--- config.mk ---
export PLATFORM = sky130hd
export DESIGN_NAME = checked_range_frame_parser_core
export DESIGN_NICKNAME = d
export VERILOG_FILES = /design/src/sv/crfp_pkg.sv /design/src/sv/checked_range_frame_parser_core.sv /design/src/sv/crfp_crc16_byte.sv
export SDC_FILE = /design/constraint.sdc
export NUM_CORES = 1
export LEC_CHECK = 0
export BUFFER_PORTS_ARGS = -buffer_cell sky130_fd_sc_hd__buf_2
export CAP_MARGIN = 20
export CORE_MARGIN = 1.5
export CORE_UTILIZATION = 63
export CTS_BUF_LIST = sky130_fd_sc_hd__clkbuf_8 sky130_fd_sc_hd__clkbuf_16
export CTS_CLUSTER_DIAMETER = 80
export DETAILED_ROUTE_END_ITERATION = 12
export PLACE_DENSITY = 0.89
export SKIP_LAST_GASP = 1
export SYNTH_ARGS = -nofsm -noshare
export SYNTH_HDL_FRONTEND = slang
export SYNTH_SLANG_ARGS = --single-unit
--- constraint.sdc ---
create_clock -name aclk -period 7.4 [get_ports aclk]
set_input_delay 1.48 -clock aclk [delete_from_list [all_inputs] [get_ports aclk]]
set_output_delay 1.48 -clock aclk [all_outputs]
set_load 0.05 [all_outputs]
--- src/sv/crfp_pkg.sv ---
// Shared types and constants for the checked range frame parser.
package crfp_pkg;

    localparam int unsigned FRAME_BYTES_DEFAULT = 16;
    localparam int unsigned COUNT_W = 6;

    localparam logic [7:0]  HDR_FIRST  = 8'h52;
    localparam logic [7:0]  HDR_SECOND = 8'h41;
    localparam logic [15:0] CRC_INIT   = 16'hFFFF;
    localparam logic [15:0] CRC_POLY   = 16'h8408;

    // Parser phase; the unused code is handled as hunting.
    typedef enum logic [1:0] {
        PH_HUNT    = 2'd0,
        PH_WAIT2   = 2'd1,
        PH_COLLECT = 2'd2
    } phase_t;

endpackage

--- src/sv/checked_range_frame_parser_core.sv ---
// Top level of the checked range frame parser: header hunt, CRC check and result register.
//
// Usage: received bytes enter on the s_ channel, one byte per beat. The
// parser hunts for the header byte 0x52, then drops bytes until 0x41 arrives,
// and then collects the rest of a frame of FRAME_BYTES bytes. A reflected
// CRC-16 (init 0xFFFF, final inversion) covers all bytes but the last two,
// which must carry the CRC low byte first. On the last byte of a frame one
// beat leaves on the m_ channel with the big-endian distance from bytes 4
// and 5 and a CRC-good flag; on a CRC error the distance reads as zero and
// the frame is dropped. Other bytes produce no output beat.
// Every byte is handled in the cycle it is accepted, so one byte is taken
// every cycle unless a closing byte is held back, and a result appears on
// m_ in the cycle after the closing byte is accepted. The byte path is one
// CRC byte update (eight bit steps) before the state and result registers.
// Reset: aresetn (synchronous, active low) returns the parser to hunting and
// empties the result register. Stall: while a result waits for m_ready,
// bytes keep flowing as long as they produce no result; only a byte that
// would close a frame into a full, stalled result register is held back.
module checked_range_frame_parser_core
    import crfp_pkg::*;
#(
    parameter int unsigned FRAME_BYTES = FRAME_BYTES_DEFAULT
)
(
    input  logic        aclk,
    input  logic        aresetn,
    input  logic        s_valid,
    output logic        s_ready,
    input  logic [7:0]  s_rx_byte,
    output logic        m_valid,
    input  logic        m_ready,
    output logic [15:0] m_range_cm,
    output logic        m_crc_good
);

    localparam logic [COUNT_W-1:0] IDX_CRC_LO = COUNT_W'(FRAME_BYTES - 2);
    localparam logic [COUNT_W-1:0] IDX_DIST_HI = COUNT_W'(4);
    localparam logic [COUNT_W-1:0] IDX_DIST_LO = COUNT_W'(5);

    phase_t              phase_reg, phase_next;
    logic [COUNT_W-1:0]  byte_count_reg, byte_count_next;
    logic [15:0]         crc_reg, crc_next;
    logic [7:0]          dist_high_reg, dist_high_next;
    logic [7:0]          dist_low_reg, dist_low_next;
    logic                crc_low_match_reg, crc_low_match_next;

    logic                m_valid_reg, m_valid_next;
    logic [15:0]         m_range_cm_reg, m_range_cm_next;
    logic                m_crc_good_reg, m_crc_good_next;

    logic                accept;
    logic                closes_frame;
    logic [15:0]         crc_seed;
    logic [15:0]         crc_fed;
    logic [15:0]         crc_final;
    logic                frame_good;

    // A byte that closes a frame needs room in the result register; all other
    // bytes are taken unconditionally.
    assign closes_frame = (phase_reg == PH_COLLECT) && (byte_count_reg > IDX_CRC_LO);
    assign s_ready      = !closes_frame || !m_valid_reg || m_ready;
    assign accept       = s_valid && s_ready;

    // While hunting, the header byte restarts the CRC from its initial value.
    assign crc_seed  = (phase_reg == PH_COLLECT || phase_reg == PH_WAIT2) ? crc_reg : CRC_INIT;
    assign crc_final = ~crc_reg;
    assign frame_good = crc_low_match_reg && (s_rx_byte == crc_final[15:8]);

    crfp_crc16_byte u_crc (
        .crc_in  (crc_seed),
        .data_in (s_rx_byte),
        .crc_out (crc_fed)
    );

    always_ff @(posedge aclk) begin
        if (!aresetn) begin
            phase_reg         <= PH_HUNT;
            byte_count_reg    <= '0;
            crc_reg           <= CRC_INIT;
            crc_low_match_reg <= 1'b0;
            m_valid_reg       <= 1'b0;
        end else begin
            phase_reg         <= phase_next;
            byte_count_reg    <= byte_count_next;
            crc_reg           <= crc_next;
            crc_low_match_reg <= crc_low_match_next;
            m_valid_reg       <= m_valid_next;
        end
    end

    always_ff @(posedge aclk) begin
        dist_high_reg     <= dist_high_next;
        dist_low_reg      <= dist_low_next;
        m_range_cm_reg    <= m_range_cm_next;
        m_crc_good_reg    <= m_crc_good_next;
    end

    always_comb begin
        phase_next         = phase_reg;
        byte_count_next    = byte_count_reg;
        crc_next           = crc_reg;
        dist_high_next     = dist_high_reg;
        dist_low_next      = dist_low_reg;
        crc_low_match_next = crc_low_match_reg;
        m_valid_next       = m_valid_reg && !m_ready;
        m_range_cm_next    = m_range_cm_reg;
        m_crc_good_next    = m_crc_good_reg;

        if (accept) begin
            case (phase_reg)
                PH_WAIT2: begin
                    if (s_rx_byte == HDR_SECOND) begin
                        crc_next        = crc_fed;
                        byte_count_next = COUNT_W'(2);
                        phase_next      = PH_COLLECT;
                    end
                end
                PH_COLLECT: begin
                    if (byte_count_reg < IDX_CRC_LO) begin
                        crc_next        = crc_fed;
                        byte_count_next = byte_count_reg + COUNT_W'(1);
                        if (byte_count_reg == IDX_DIST_HI) begin
                            dist_high_next = s_rx_byte;
                        end
                        if (byte_count_reg == IDX_DIST_LO) begin
                            dist_low_next = s_rx_byte;
                        end
                    end else if (byte_count_reg == IDX_CRC_LO) begin
                        crc_low_match_next = (s_rx_byte == crc_final[7:0]);
                        byte_count_next    = byte_count_reg + COUNT_W'(1);
                    end else begin
                        // Closing byte: emit the result and go back to hunting.
                        m_valid_next       = 1'b1;
                        m_crc_good_next    = frame_good;
                        m_range_cm_next    = frame_good ? {dist_high_reg, dist_low_reg}
                                                        : 16'h0000;
                        phase_next         = PH_HUNT;
                        byte_count_next    = '0;
                        crc_next           = CRC_INIT;
                        crc_low_match_next = 1'b0;
                    end
                end
                default: begin
                    if (s_rx_byte == HDR_FIRST) begin
                        crc_next        = crc_fed;
                        byte_count_next = COUNT_W'(1);
                        phase_next      = PH_WAIT2;
                    end
                end
            endcase
        end
    end

    assign m_valid    = m_valid_reg;
    assign m_range_cm = m_range_cm_reg;
    assign m_crc_good = m_crc_good_reg;

    // The byte count follows the phase: zero while hunting, one after the
    // first header byte, at least two while collecting.
    assert property (@(posedge aclk) disable iff (!aresetn)
        phase_reg == PH_HUNT |-> byte_count_reg == '0)
        else $error("byte count not cleared while hunting");

    assert property (@(posedge aclk) disable iff (!aresetn)
        phase_reg == PH_WAIT2 |-> byte_count_reg == COUNT_W'(1))
        else $error("byte count wrong while waiting for second header byte");

    assert property (@(posedge aclk) disable iff (!aresetn)
        phase_reg == PH_COLLECT |->
            (byte_count_reg >= COUNT_W'(2) && byte_count_reg <= COUNT_W'(FRAME_BYTES - 1)))
        else $error("byte count out of frame range while collecting");

    // A failed frame never reports a distance.
    assert property (@(posedge aclk) disable iff (!aresetn)
        m_valid_reg && !m_crc_good_reg |-> m_range_cm_reg == 16'h0000)
        else $error("distance reported on CRC error");

    // Input back-pressure only arises from a stalled, full result register.
    assert property (@(posedge aclk) disable iff (!aresetn)
        !s_ready |-> (m_valid_reg && !m_ready && closes_frame))
        else $error("input stalled without a pending result");

endmodule

--- src/sv/crfp_crc16_byte.sv ---
// One-byte update of the reflected CRC-16 with polynomial 0x8408.
module crfp_crc16_byte
    import crfp_pkg::*;
(
    input  logic [15:0] crc_in,
    input  logic [7:0]  data_in,
    output logic [15:0] crc_out
);

    always_comb begin
        logic [15:0] c;
        c = crc_in ^ {8'h00, data_in};
        for (int k = 0; k < 8; k++) begin
            if (c[0]) begin
                c = (c >> 1) ^ CRC_POLY;
            end else begin
                c = c >> 1;
            end
        end
        crc_out = c;
    end

endmodule

After elaboration in Yosys (flattened, before gate mapping)
Cells that the tools add are included.
Widths: inputs -> output; s select.
{"block": "totals", "regBits": 59, "in_bits": 12, "out_inout_bits": 19}
{"block": "op_classes", "add_sub_neg": 1, "magnitude_cmp": 2, "n_eq_ne": 13, "muxes": 29, "bitwise_logic": 12, "n_reduce_logical": 18}
{"op": "$mux 16", "count": 13}
{"op": "$pmux 16 s2", "count": 1}
{"op": "$mux 6", "count": 4}
{"op": "$not 2->3", "count": 8}
{"op": "$eq 8x7->1 const B", "count": 2}
{"op": "$eq 8x8->1", "count": 2}
{"op": "$not 16->16", "count": 1}
{"op": "$reduce_and 4->1", "count": 4}
{"op": "$xor 16x8->16", "count": 1}
{"op": "$eq 6x3->1 const B", "count": 2}
{"op": "$pmux 6 s2", "count": 1}
{"op": "$mux 2", "count": 4}
{"op": "$add 6x1->6 const B", "count": 1}
{"op": "$eq 6x4->1 const B", "count": 1}
{"op": "$gt 6x4->1 const B", "count": 1}
{"op": "$lt 6x4->1 const B", "count": 1}
{"op": "$reduce_and 3->1", "count": 2}
{"op": "$mux 1", "count": 5}
{"op": "$reduce_and 5->1", "count": 1}
{"op": "$logic_and 1x1->1", "count": 4}
{"op": "$ne 2x2->1 const B", "count": 2}
{"op": "$pmux 2 s2", "count": 1}
{"op": "$logic_not 1->1", "count": 3}
{"op": "$logic_or 1x1->1", "count": 3}
{"op": "6 further kinds", "count": 7}

Logic depth before layout (Yosys ltp)
Gate-level depths: netlist of run 1.
{"block": "logic_depth", "depth_word": 22, "mapped_depth": 9, "depth_no_buf": 7}

By module
Synthesis of run 1 repeated with hierarchy kept, for this count alone.
{"block": "unflattened", "hier_cells": 237, "area_unflattened_um2": 2981.6}
{"mod": "checked_range_frame_parser_core", "n_inst": 1, "cells_each": 212, "area_per_inst_um2": 2601.2, "seq_area_each_um2": 1511.4}
{"mod": "crfp_crc16_byte", "n_inst": 1, "cells_each": 25, "area_per_inst_um2": 380.4, "seq_area_each_um2": 0.0}

Worst setup path before layout of run 1
Ideal clock, no wire load.
{"block": "synth_timing", "path_kind": "input to output", "from": "input m_ready", "to": "output s_ready", "arrival_ns": 1.984, "required_time_ns": 5.920, "path_slack_ns": 3.936, "stages": 1, "path_cell_list": "a2111o_1"}
{"block": "synth_via", "elab_chain_cells": 1}
{"element": "start, declared", "line": "checked_range_frame_parser_core.sv:31", "source": "input logic m_ready,"}
{"element": "$logic_or 1x1->1", "line": "checked_range_frame_parser_core.sv:61", "source": "assign s_ready = !closes_frame || !m_valid_reg || m_ready;"}
{"element": "end, declared", "line": "checked_range_frame_parser_core.sv:28", "source": "output logic s_ready,"}
Every way passes these cells.

Final worst setup path of run 1
Same ends and word-level chain as after synthesis.

==> flow_summary.yaml, run 1 <==
run_status:
  status: "complete, but fails checks"
  violations: "design-rule violations"
sta:
  tns_ns: 0
  drv_slew: 0
  relSlewSlack: 0.491
  finClkSkew_ns: 0.00575
  worstMarginPinSlew_ns: 0.763
  period_minus_slack_ns: 3.60
  rsz0062_at_grt: "false"
  fin_crit_sh: 0.486
  finalHoldViolations: 0
  fmax_ghz: 0.278
  setup_violations: 0
worst_setup_path:
  path_cells: "buf_2, a2111o_1, buf_2"
  critical_path_class: "in2out"
  cp-start-kind: "input port"
  cpMostUsedCell: "buf_2"
  slowest_delay_ns: 0.30
  crit_arrival_ns: 2.12
  required_ns: 5.92
  endpoint_kind: "output pin"
  path_delay_family: "buffers and inverters"
  critPathBufInv: 2
  slowest_stage: "a2111o_1"
  cp_max_fo: 3
min_path:
  min_path_type: "reg2reg"
global_route:
  met1_usage: 0.305
  antenna_found_initial: 0
  track_usage: 0.251
  grtUsageMet3: 0.0858
  grt_pass1_vias: 2097
  grt_first_pass_wirelength_mm: 9.74
  busiest_layer: "met2"
  gr-usage-met2: 0.401
  grt_max_degree: 29
  grt-ovfl-total: 0
cts:
  postCtsHoldBufs: 0
  worstSkewPairLatency_ns: 0.33
  post_cts_buffers: 0
  cts_buffers: 9
  cts.sinks: 59
  cts_max_path_buffers: 2
  clk_pin_slew_ns: 0.06
  cts_tree: "yes"
  cts_htree_levels: 3
  cts.repair.resized: 0
  root_buffer: "clkbuf_8"
placed_design:
  placed_cells: 354
  portBuffers: 30
  place.gp.congestion: 0.853
  hpwl_mm: 3.86
drt:
  ant_nets: 0
  wire_per_inst_um: 15.7
  vias: 2182
  first_iter_violations: 138
  viasPerCell: 5.90
  firstDrtPassIters: 11
  route.detailed.drc: 1
  routed_wl_mm: 5.80
cells_and_area:
  diodes: 0
  fin_cells: 370
  area_delta_synth_final_pct: 11.1
  fin_nets: 332
  drive_gt1_frac: 0.157
  utilization: 0.743
floorplanning:
  die_y_um: 71.7
  fp-row-count: 24
  io_pins: 31
  fp.dieW_um: 71.7
  start_util: 0.669
  dieArea_um2: 5140
  core_um2: 4440
yosys:
  ys_top_cells_by_count: "nor2_1, edfxtp_1, xnor2_1, dfxtp_1, and2_1"
  ys_ff_latch: 59
  netlist.area_leader.share: 0.333
  synth.most_common_cell: "nor2_1"
  ys_seq_area_frac: 0.509
  syn_inst: 289
  synth.distinct_cells: 40
  async_flop_share: 0
  syn-num-nets: 308
  ys.flop_type: "edfxtp_1"
  ys_warn_count: 0
  synth_edf_count: 33
  yosysTopAreaCell: "edfxtp_1"
  synth_area_leaders: "edfxtp_1, dfxtp_1, xnor2_1, xor2_1, nor2_1"
  synth_area_um2: 2970
  syn_avg_cell_area_um2: 10.3
pwr:
  power_density_nw_per_um2: 201
  power.leakage_nw: 1.17
  total_power_w: 0.000662
  max-vdd-ir-drop_v: 0.000123
job:
  max-cap-violations: 0
==> where the power goes <==
group | internal, W | switching (W) | leakage (nW) | total [W]
logic | 0.0000129 | 0.0000200 | 0.598 | 0.0000329
registers | 0.000344 | 0.000000222 | 0.471 | 0.000344
clock network | 0.000161 | 0.000124 | 0.103 | 0.000285
==> worst register-to-register path, stage by stage (launching register included) <==
cell and delay [ns]:
dfxtp_1 0.38, inv_1 0.06, ha_1 0.60, nor4b_1 0.39, or3_1 0.21, and3_1 0.58, nand2_1 0.34, a32oi_1 0.28
==> final timing paths <==
kind / from / to / slack, ns / cells past startpoint
setup / recovery: m_ready / s_ready / 3.80 / 3
hold / removal: phase_reg[1] / phase_reg[1] / 0.50 / 2
setup reg to reg: phase_reg[0] / crc_reg[3] / 4.48 / 7
hold reg to reg: phase_reg[1] / phase_reg[1] / 0.50 / 2
==> per-stage QoR <==
stage               worst slack (ns)  instance area [um2]  hold WS, ns
finish                          3.80                 3300        0.495
global placement                3.81                 3110        0.463
CTS                             3.80                 3300        0.504
floorplan                       3.94                 2970        0.445
detailed placement              3.80                 3110        0.480
global route                    3.75                 3300        0.520
==> cell usage in the layout (no fill, tap or decap), drive strengths merged, types with 2 or more instances in the layout <==
cell    netlist  final
and2         18     18
nor3          2      2
dfxtp        26     26
inv          13     14
and3          3      3
clkinv        0      3
nor4bb        2      2
nand3         7      7
a41oi         2      2
nor4          2      2
nor4b         2      2
nand2        13     13
xor2         16     16
o21ai        13     13
buf           5     31
xnor2        32     32
edfxtp       33     33
ha            7      7
clkbuf       13     10
o21a          2      2
mux2i         2      2
nand4         5      5
or2           2      2
nor2         36     36
a21oi        13     13
a32oi         8      8
==> final cells by class <==
type / count / area [um2]
sequential: 59 / 1510
multi-input combinational: 199 / 1330
fill: 309 / 1140
timing repair buffer: 31 / 158
clock buffer: 10 / 138
tap: 52 / 65.1
clock inverter: 6 / 56.3
inverter: 13 / 48.8
==> routing by layer <==
metal / routed length (um) / part of all wire
met1: 2410 / 0.42
met2: 2760 / 0.48
met3: 449 / 0.077
met4: 181 / 0.031
met5: 0 / 0
==> cells by family after synthesis <==
kind of cell,after synthesis,synth area share
muxes,2,0.00674
and+or+nand+nor,98,0.170
adders and majority gates,7,0.0295
buffers and inverters,31,0.0455
AOI/OAI and AO/OA,44,0.0985
xor gates and xnor gates,48,0.141
DFF,59,0.509
No activity file was read; power rests on OpenSTA's default activity.
==> run 2: changes to the inputs <==
ABC_AREA = 1   (was unset)
CORE_UTILIZATION = 59   (was 63)
PLACE_DENSITY = 0.84   (was 0.89)
clock period = 3.34 ns   (was 7.4 ns; I/O delays follow)
==> run 2 against run 1 <==
Effect of this change: the run now ends clean; via count increased by 25%; wire length grew 12%; die area up 13%; sequential cell count is the same; sequential power up 120%; clock skew rose by 0.0023 ns; total power rose by 140%; register-to-register slack got worse by 3.4 ns; clock power rose to 2.6 times the previous value; critical path depth grew 4; final cell count increased by 39%; largest power group unchanged.
==> flow_summary.yaml, run 2 <==
sta:
  period_minus_slack_ns: 2.37
  setup_ws_ns: 0.972
  finClkSkew_ns: 0.00805
  fin_crit_sh: 0.709
  whs_ns: 0.475
  relSlewSlack: 0.523
  rsz0062_at_grt: "false"
  finalHoldViolations: 0
  fmax_ghz: 0.422
  drv_slew: 0
  tns_ns: 0
  worstMarginPinSlew_ns: 0.716
  setup_violations: 0
placed_design:
  hpwl_mm: 4.60
  place.gp.congestion: 0.918
  pre_cts_slack_ns: 1.09
  placed_cells: 500
  portBuffers: 30
cts:
  post_cts_buffers: 0
  cts_buffers: 9
  clk_pin_slew_ns: 0.07
  cts_max_path_buffers: 2
  cts.repair.resized: 0
  cts.sinks: 59
  cts_tree: "yes"
  worstSkewPairLatency_ns: 0.34
  cts_htree_levels: 3
  postCtsHoldBufs: 0
  root_buffer: "clkbuf_8"
pwr:
  combPwrFrac: 0.053
  power.leakage_nw: 1.79
  sequentialPowerShare: 0.483
  p_switching_w: 0.000336
  p_sw_frac: 0.212
  internal-power_w: 0.00125
  power_density_nw_per_um2: 439
  clkPwrFrac: 0.465
  max-vdd-ir-drop_v: 0.000268
floorplanning:
  io_pins: 31
  fp-row-count: 26
  dieArea_um2: 5800
  die_y_um: 76.2
  fp.dieW_um: 76.2
  core_um2: 5140
  start_util: 0.614
yosys:
  async_flop_share: 0
  netlist.area_leader.share: 0.314
  yosysTopAreaCell: "edfxtp_1"
  ys.flop_type: "edfxtp_1"
  ys_top_cells_by_count: "nand2_1, inv_1, nor2_1, nand3_1, edfxtp_1"
  ys_seq_area_frac: 0.479
  syn-num-nets: 424
  synth_edf_count: 33
  syn_inst: 405
  ys_warn_count: 0
  synth_area_leaders: "edfxtp_1, dfxtp_1, nand2_1, nand3_1, inv_1"
  syn_avg_cell_area_um2: 7.80
  ys_ff_latch: 59
  synth_area_um2: 3160
  synth.most_common_cell: "nand2_1"
  synth.distinct_cells: 31
drt:
  viasPerCell: 5.28
  vias: 2724
  firstDrtPassIters: 5
  wire_per_inst_um: 12.6
  first_iter_violations: 132
  ant_nets: 0
  routed_wl_mm: 6.48
  route.detailed.drc: 0
global_route:
  grt_pass1_vias: 2448
  grt_max_degree: 25
  grt_first_pass_wirelength_mm: 10.9
  track_usage: 0.240
  antenna_found_initial: 0
  grt-ovfl-total: 0
cells_and_area:
  area_delta_synth_final_pct: 14.0
  drive_gt1_frac: 0.135
  diodes: 0
  layout_common_cells: "nand2_1, inv_1, nor2_1, nand3_1, edfxtp_1"
  fin_nets: 460
  fillers: 444
  fin_cells: 516
  layout_commonest_cell: "nand2_1"
run_status:
  status: "complete, no violations"
worst_setup_path:
  cp_max_fo: 5
  reg2reg_slack_ns: 1.04
  cp-start-kind: "flip-flop"
  endpoint_kind: "output pin"
  crit_arrival_ns: 1.70
  critical_path_class: "reg2out"
  required_ns: 2.67
min_path:
  min_path_type: "reg2reg"
job:
  max-cap-violations: 0
[run 2: changes by cell type in the layout (fill, tap and decap cells not counted), sizes merged, moves of 18 or more]
cell,delta
and2,-18
nor2,+22
xnor2,-30
nand2,+107
inv,+44
nand3,+45
[run 2: layout make-up]
cell class / instances / area (um2) / area share
Clock buffer: 11 / 151 / 0.0420
Tap cell: 70 / 87.6 / 0.0243
Sequential cell: 59 / 1510 / 0.420
Clock inverter: 5 / 76.3 / 0.0212
Multi-Input combinational cell: 281 / 1390 / 0.385
Timing Repair Buffer: 33 / 173 / 0.0480
Inverter: 57 / 216 / 0.0601
[run 2: worst max-delay path, cell delays in order, from the launching register on]
cell     delay [ns]
dfxtp_1        0.42
inv_1          0.11
ha_1           0.21
nand2_2        0.09
nand2_1        0.12
nor2_8         0.17
inv_1          0.05
buf_2          0.20
[run 2: cells by family (layout without fill, tap and decap cells)]
kind of cell               after synthesis  in the layout  share of synthesized area
and+or+nand+nor                        243            243                      0.345
buffers and inverters                   65            106                     0.0828
DFF                                     59             59                      0.479
AOI/OAI and AO/OA                       21             21                     0.0376
xor gates and xnor gates                10             10                     0.0277
adders and majority gates                7              7                     0.0277
[run 2: final timing paths]
| kind | startpoint | to | depth (start not counted) |
|---|---|---|---|
| hold reg to reg | byte_count_reg[5] | byte_count_reg[5] | 2 |
| setup / recovery | byte_count_reg[0] | s_ready | 7 |
| hold / removal | byte_count_reg[5] | byte_count_reg[5] | 2 |
| setup reg to reg | phase_reg[0] | crc_reg[3] | 11 |
[run 2: power groups by stage]
stage / Sequential, W / Combinational [W] / Clock (W)
floorplan: 0.000779 / 0.0000538 / 0
global placement: 0.000779 / 0.0000794 / 0
detailed placement: 0.000779 / 0.0000808 / 0
CTS: 0.000763 / 0.0000819 / 0.000748
global route: 0.000763 / 0.0000937 / 0.000776
finish: 0.000763 / 0.0000833 / 0.000734
[run 2: layer usage]
layer	vias up	global-route usage	wire (um)
li1	1365	-	-
met3	17	0.0563	478
met5	-	0	0
met1	1226	0.299	2750
met2	116	0.387	3110
met4	0	0.126	133
[run 2: stage by stage]
| step | total power (W) | utilization | instance area, um2 |
|---|---|---|---|
| 3_5_place_dp | 0.000860 | 0.656 | 3370 |
| 5_1_grt | 0.00163 | 0.701 | 3600 |
| 6_report | 0.00158 | 0.701 | 3600 |
| 2_1_floorplan | 0.000833 | - | 3160 |
| 4_1_cts | 0.00159 | 0.701 | 3600 |
| 3_3_place_gp | 0.000859 | 0.656 | 3370 |
